==> src/rv32_pkg.sv <==
// Package: operation codes, sequencer states and widths for the RV32IM execute block.
`default_nettype none
package rv32_pkg;
    localparam int XLEN = 32;
    localparam int OP_W = 5;
    localparam int REG_IDX_W = 5;
    localparam int REGISTER_COUNT_DEF = 32;

    localparam logic [OP_W-1:0] OP_LUI   = 5'd0;
    localparam logic [OP_W-1:0] OP_AUIPC = 5'd1;
    localparam logic [OP_W-1:0] OP_JAL   = 5'd2;
    localparam logic [OP_W-1:0] OP_JALR  = 5'd3;
    localparam logic [OP_W-1:0] OP_ADDI  = 5'd4;
    localparam logic [OP_W-1:0] OP_SLTI  = 5'd5;
    localparam logic [OP_W-1:0] OP_SLTIU = 5'd6;
    localparam logic [OP_W-1:0] OP_XORI  = 5'd7;
    localparam logic [OP_W-1:0] OP_ORI   = 5'd8;
    localparam logic [OP_W-1:0] OP_ANDI  = 5'd9;
    localparam logic [OP_W-1:0] OP_SLLI  = 5'd10;
    localparam logic [OP_W-1:0] OP_SRLI  = 5'd11;
    localparam logic [OP_W-1:0] OP_SRAI  = 5'd12;
    localparam logic [OP_W-1:0] OP_ADD   = 5'd13;
    localparam logic [OP_W-1:0] OP_SUB   = 5'd14;
    localparam logic [OP_W-1:0] OP_SLL   = 5'd15;
    localparam logic [OP_W-1:0] OP_SLT   = 5'd16;
    localparam logic [OP_W-1:0] OP_SLTU  = 5'd17;
    localparam logic [OP_W-1:0] OP_XOR   = 5'd18;
    localparam logic [OP_W-1:0] OP_SRL   = 5'd19;
    localparam logic [OP_W-1:0] OP_SRA   = 5'd20;
    localparam logic [OP_W-1:0] OP_OR    = 5'd21;
    localparam logic [OP_W-1:0] OP_AND   = 5'd22;
    localparam logic [OP_W-1:0] OP_MUL   = 5'd23;
    localparam logic [OP_W-1:0] OP_MULH  = 5'd24;
    localparam logic [OP_W-1:0] OP_MULHU = 5'd25;
    localparam logic [OP_W-1:0] OP_DIV   = 5'd26;
    localparam logic [OP_W-1:0] OP_DIVU  = 5'd27;
    localparam logic [OP_W-1:0] OP_REM   = 5'd28;
    localparam logic [OP_W-1:0] OP_REMU  = 5'd29;

    typedef enum logic [2:0] {
        ST_IDLE,
        ST_READ,
        ST_EXEC,
        ST_DIV,
        ST_FIX,
        ST_OUT
    } exec_state_t;

    // divider handshake
    typedef struct packed {
        logic            start;
        logic            is_signed;
        logic            want_rem;
        logic [XLEN-1:0] dividend;
        logic [XLEN-1:0] divisor;
    } div_req_t;

    typedef struct packed {
        logic            done;
        logic [XLEN-1:0] result;
    } div_rsp_t;
endpackage
`default_nettype wire

==> src/rv32_div.sv <==
// Radix-2 restoring divider: one quotient bit per cycle, RISC-V corner cases.
`default_nettype none
module rv32_div (
    input  wire logic              clk,
    input  wire logic              rst_n,
    input  wire rv32_pkg::div_req_t req,
    output rv32_pkg::div_rsp_t     rsp
);
    import rv32_pkg::*;

    localparam int CNT_W = $clog2(XLEN + 1);

    logic [XLEN-1:0]  rem_reg, rem_next;
    logic [XLEN-1:0]  quo_reg, quo_next;
    logic [XLEN-1:0]  dsr_reg, dsr_next;
    logic [XLEN-1:0]  special_reg, special_next;
    logic             use_special_reg, use_special_next;
    logic             neg_q_reg, neg_q_next;
    logic             neg_r_reg, neg_r_next;
    logic             want_rem_reg, want_rem_next;
    logic [CNT_W-1:0] cnt_reg, cnt_next;
    logic             busy_reg, busy_next;
    logic             done_reg, done_next;

    logic [XLEN-1:0]  a_mag, b_mag;
    // partial remainder can reach the top bit, so the shift keeps one extra bit
    logic [XLEN+1:0]  trial;
    logic [XLEN:0]    shifted;
    logic [XLEN-1:0]  fin_q, fin_r;

    always_comb
    begin
        a_mag = (req.is_signed && req.dividend[XLEN-1]) ? (~req.dividend + 1'b1) : req.dividend;
        b_mag = (req.is_signed && req.divisor[XLEN-1]) ? (~req.divisor + 1'b1) : req.divisor;
        shifted = {rem_reg, quo_reg[XLEN-1]};
        trial = {1'b0, shifted} - {2'b00, dsr_reg};
        fin_q = neg_q_reg ? (~quo_reg + 1'b1) : quo_reg;
        fin_r = neg_r_reg ? (~rem_reg + 1'b1) : rem_reg;

        rem_next = rem_reg;
        quo_next = quo_reg;
        dsr_next = dsr_reg;
        special_next = special_reg;
        use_special_next = use_special_reg;
        neg_q_next = neg_q_reg;
        neg_r_next = neg_r_reg;
        want_rem_next = want_rem_reg;
        cnt_next = cnt_reg;
        busy_next = busy_reg;
        done_next = 1'b0;

        if (req.start)
        begin
            rem_next = '0;
            quo_next = a_mag;
            dsr_next = b_mag;
            want_rem_next = req.want_rem;
            neg_q_next = req.is_signed && (req.dividend[XLEN-1] ^ req.divisor[XLEN-1]);
            neg_r_next = req.is_signed && req.dividend[XLEN-1];
            // divide by zero; signed overflow falls out of the normal path
            use_special_next = (req.divisor == '0);
            special_next = req.want_rem ? req.dividend : '1;
            cnt_next = CNT_W'(XLEN);
            busy_next = 1'b1;
        end
        else if (busy_reg)
        begin
            if (cnt_reg == '0)
            begin
                busy_next = 1'b0;
                done_next = 1'b1;
            end
            else
            begin
                if (!trial[XLEN+1])
                begin
                    rem_next = trial[XLEN-1:0];
                    quo_next = {quo_reg[XLEN-2:0], 1'b1};
                end
                else
                begin
                    rem_next = shifted[XLEN-1:0];
                    quo_next = {quo_reg[XLEN-2:0], 1'b0};
                end
                cnt_next = cnt_reg - 1'b1;
            end
        end

        rsp.done = done_reg;
        rsp.result = use_special_reg ? special_reg : (want_rem_reg ? fin_r : fin_q);
    end

    always_ff @(posedge clk or negedge rst_n)
    begin
        if (!rst_n)
        begin
            busy_reg <= 1'b0;
            done_reg <= 1'b0;
            cnt_reg  <= '0;
        end
        else
        begin
            busy_reg <= busy_next;
            done_reg <= done_next;
            cnt_reg  <= cnt_next;
        end
    end

    always_ff @(posedge clk)
    begin
        rem_reg <= rem_next;
        quo_reg <= quo_next;
        dsr_reg <= dsr_next;
        special_reg <= special_next;
        use_special_reg <= use_special_next;
        neg_q_reg <= neg_q_next;
        neg_r_reg <= neg_r_next;
        want_rem_reg <= want_rem_next;
    end
endmodule
`default_nettype wire

==> config.mk <==
export PLATFORM = sky130hd
export DESIGN_NAME = rv32_div
export DESIGN_NICKNAME = d
export VERILOG_FILES = /design/src/rv32_pkg.sv /design/src/rv32_div.sv
export SDC_FILE = /design/constraint.sdc
export NUM_CORES = 1
export LEC_CHECK = 0
export BUFFER_PORTS_ARGS = -buffer_cell sky130_fd_sc_hd__buf_4
export CAP_MARGIN = 20
export CORE_MARGIN = 1.5
export CORE_UTILIZATION = 40
export CTS_CLUSTER_SIZE = 10
export DETAILED_ROUTE_END_ITERATION = 8
export PLACE_DENSITY_LB_ADDON = 0.08
export SLEW_MARGIN = 5
export SYNTH_ARGS = -nofsm -noshare
export SYNTH_HDL_FRONTEND = slang
export SYNTH_SLANG_ARGS = --single-unit
==> constraint.sdc <==
create_clock -name clk -period 3.2 [get_ports clk]
set_input_delay 0.64 -clock clk [delete_from_list [all_inputs] [get_ports clk]]
set_output_delay 0.64 -clock clk [all_outputs]
set_load 0.005 [all_outputs]
### Word-level counts from Yosys, hierarchy flattened

Cells that the tools add are included.

| word-level totals | value |
|---|---|
| output and inout port bits | 33 |
| flip-flop bits (word level) | 140 |

| operators by class | value |
|---|---|
| eq/ne operators | 1 |
| mux-type cells | 20 |
| bitwise operators | 6 |
| $add $sub $neg | 6 |
| reduce and logical (&&, ||, !) cells | 8 |

Operators with widths:

| operator | count |
|---|---|
| $mux 32 | 10 |
| $add 32x1->32 const B | 4 |
| $not 32->32 | 4 |
| $sub 33x32->34 | 1 |
| $logic_not 32->1 | 1 |
| $mux 6 | 3 |
| $mux 1 | 7 |
| $logic_not 6->1 | 1 |
| $sub 6x1->6 const B | 1 |
| $reduce_and 2->1 | 2 |
| $logic_and 1x1->1 | 3 |
| $ne 2x2->1 const B | 1 |
| $reduce_bool 2->1 | 1 |
| $not 1->1 | 1 |
| $xor 1x1->1 | 1 |

### Longest topological paths before layout

| logic depth | value |
|---|---|
| depth after elaboration | 5 |
| mapped depth | 13 |

### Worst setup path before layout

No wires, ideal clock.

| timing | value |
|---|---|
| kind | register to output |
| start | register quo_reg[9] |
| end | output rsp[29] (netlist bit) |
| path slack | 107 ps |
| cell stages (with the launch flop) | 10 |
| buffers on the path | 0 |
| data arrival time | 2,453 ps |
| path through | edfxtp_1 -> or4_4 -> nor4_1 -> nand3_1 -> nor2_1 -> nand3_1 -> o41ai_1 -> xor2_1 -> mux2_2 -> o21ai_1 |

RTL lines:

| element | RTL line | text |
|---|---|---|
| from (decl) | rv32_div.sv:14 | `logic [XLEN-1:0] quo_reg, quo_next;` |
| from (signal assigned) | rv32_div.sv:112 | `quo_reg <= quo_next;` |
| to (decl) | rv32_div.sv:7 | `output rv32_pkg::div_rsp_t rsp` |

==> results.cfg <==
[critical_path]
slowest_stage = or4_4
required_ns = 2.56
cpLargestDelayFamily = simple AND/OR/NAND/NOR gates
cp.arrival_ns = 2.98
crit_path_cell_trace = or4_4 -> nor4_4 -> nor2b_4 -> nand3_4 -> o31ai_4 -> xnor2_1 -> nor2_1 -> o31ai_1 -> buf_4 -> buf_6
start_kind = register
critPathCaptureType = output port
crit_type = register to output port
path_max_fanout = 3
critPathMaxStageDelay_ns = 0.57
path_buf_inv = 2

[timing]
grt_setup_unrepaired = yes
min_period_ns = 3.624
timing.fmax_mhz = 275.9
hold_slack_ns = 0.01816
max_slew_margin_pct = 47.65
tightest_slew_ns = 0.7781
hold_viol = 0
fin_ws_ns = -0.4241
setup_viol = 19
timing.final.crit_share_pct = 113.3
fin_skew_ns = 0.008030
report.final.slew_viol_count = 0

[yosys]
synth_cell_type_count = 73
yosys.area.top_type = edfxtp_1
synth_warnings = 0
synthTopCellsByArea = edfxtp_1 (29%), xnor2_1 (6.3%), dfxtp_1 (6.2%)
ys.flop_type = edfxtp_1
synthArstFlopShare_pct = 5.714
synth_seq_area_share_pct = 36.99
synthCells = 1217
ys_ff_latch = 140
synth.avg_cell_area_sq_um = 8.539
synth-edff-count = 100
syn-cell-area_sq_um = 10390
synth_top_area_share_pct = 28.89
syn_nets = 1325

[clock_network]
cts_buffers = 17
htree_levels = 4
cts_buffer_depth = 2
cts.hold.buffers_added = 0
cts_tree = built
path_clk_slew_ns = 0.06
root_buffer = clkbuf_16
cts_num_sinks = 140
clk_latency_ns = 0.42

[detailed_routing]
via_per_inst = 5.441
dr.pass1.iters = 5
antenna_left = 0
wl_per_cell_um = 17.02
drt_iter0_markers = 651
vias = 9473
drc = 0
routed_wirelength_um = 29640

[power]
power.leakage_nw = 5.675
p_comb_share_pct = 31.4
switching_share_pct = 32.22
power_frac_seq_pct = 35.7
clkPwrFrac_pct = 32.8
p_per_area_nw_per_um2 = 497.5
ir_drop_mv = 0.3358
p_int_mw = 4.569
p_sw_mw = 2.172

[grt]
grt_max_degree = 138
gr-max-usage-layer = met2
grt_use_met3_pct = 2.955
globalRouteMet2Util_pct = 35.83
antenna_found_initial = 0
grtUsageMet1_pct = 29.98
grt_pass1_wl_um = 46680
grt_usage_pct = 22.12
grt_overflow = 0
grt_pass1_vias = 9057

[die]
die_area_sq_um = 26960
rows = 58
fp.dieW_um = 164.2
initial_core_util_pct = 41.03
die_y_um = 164.2
io_pins = 102
core_sq_um = 25330

[outcome]
outcome = finished with violations
violations = setup timing

[layout]
final_common_cell = buf_4
final_cell_mix = buf_4 (204), nand2_1 (135), nor2_1 (107)
syn_to_final_growth_pct = 30.36
fin_nets = 1507
antenna_cells = 0
layout-drive-gt1-share_pct = 25.02

[min_path]
holdCritPathClass = input port to asynchronous set/reset pin

[place]
place_hpwl_um = 21370
place_congestion = 0.8468
io_buffers = 101
dp_slack_ns = -0.2848

[job]
timing.max_cap.violations = 0
-- metrics by stage --
stage	utilization [%]	instances	power (mW)	area (sq um)	TNS [ns]
4_1_cts	52.04	1732	6.684	13180	-5.762
6_report	53.49	1741	6.741	13550	-5.968
3_3_place_gp	47.94	1696	4.311	12140	-1.203
3_5_place_dp	47.94	1696	4.327	12140	-1.823
5_1_grt	53.49	1741	7.097	13550	-9.592
2_1_floorplan	-	1217	3.545	10390	0
-- power groups by stage --
| stage | sequential, mW | clock [mW] | combinational (mW) |
|---|---|---|---|
| after CTS | 2.40 | 2.25 | 2.04 |
| final | 2.41 | 2.21 | 2.12 |
| after global placement | 2.40 | 0 | 1.91 |
| after global routing | 2.44 | 2.33 | 2.34 |
| after floorplan | 2.40 | 0 | 1.14 |
| after detailed placement | 2.40 | 0 | 1.92 |
-- timing repair --
item,CTS,global route
buffers inserted,5,6
gates resized for setup,91,62
pin swaps,26,40
setup endpoints to repair,26,50
gates cloned,0,3
-- layout make-up --
| type | instances | area [sq um] |
|---|---|---|
| clock buffers | 17 | 425.4 |
| clock inverters | 14 | 216.5 |
| fillers | 2362 | 11780 |
| inverters | 70 | 262.8 |
| multi-input cells | 950 | 6600 |
| flip-flops and latches | 140 | 3847 |
| well taps | 330 | 412.9 |
| repair buffers | 220 | 1783 |
-- synth_stat cells (all sizes together), types with 7 or more instances --
master    n
xnor2    75
nor2    110
dfxtp    32
nor4     14
inv      69
o41ai    16
a221o    11
o31ai    32
ha       38
nand2   144
nand3    18
o21ai    95
dfrtp     8
or3      13
o211ai   12
and3      9
edfxtp  100
a21oi    96
nor3     32
buf      11
or4      14
a21o     18
xor2     73
a211oi    7
clkbuf   46
nand2b   35
-- per-layer routing --
metal	vias to the layer above	routed length [um]
met5	-	0
met3	44	1048
met1	4494	13860
li1	4743	-
met4	0	765
met2	192	13970
-- worst paths after layout --
path / from / to / slack (ns) / cells after the start
max reg2reg: rem_reg[5] / rem_reg[28] / 0.06 / 13
max in group asynchronous: rst_n / cnt_reg[3] / 3.06 / 1
min in group clk: req[0] / dsr_reg[0] / 0.42 / 1
min reg2reg: cnt_reg[4] / cnt_reg[4] / 0.55 / 2
min: rst_n / cnt_reg[0] / 0.02 / 1
max: quo_reg[15] / rsp[31] / -0.42 / 10
-- cell families (layout without fill, tap and decap cells) --
logic type               after synthesis  in the layout  share of synthesized area, %
multiplexers                           4              4                        0.3973
flip-flops                           140            140                         36.99
adder cells (fa/ha/maj)               39             39                         4.768
buffers and inverters                127            321                         4.948
AND/OR/NAND/NOR                      422            422                         19.52
AO/OA/AOI/OAI                        337            337                         20.91
XOR/XNOR                             148            148                         12.47
(Power assumes the default switching activity.)
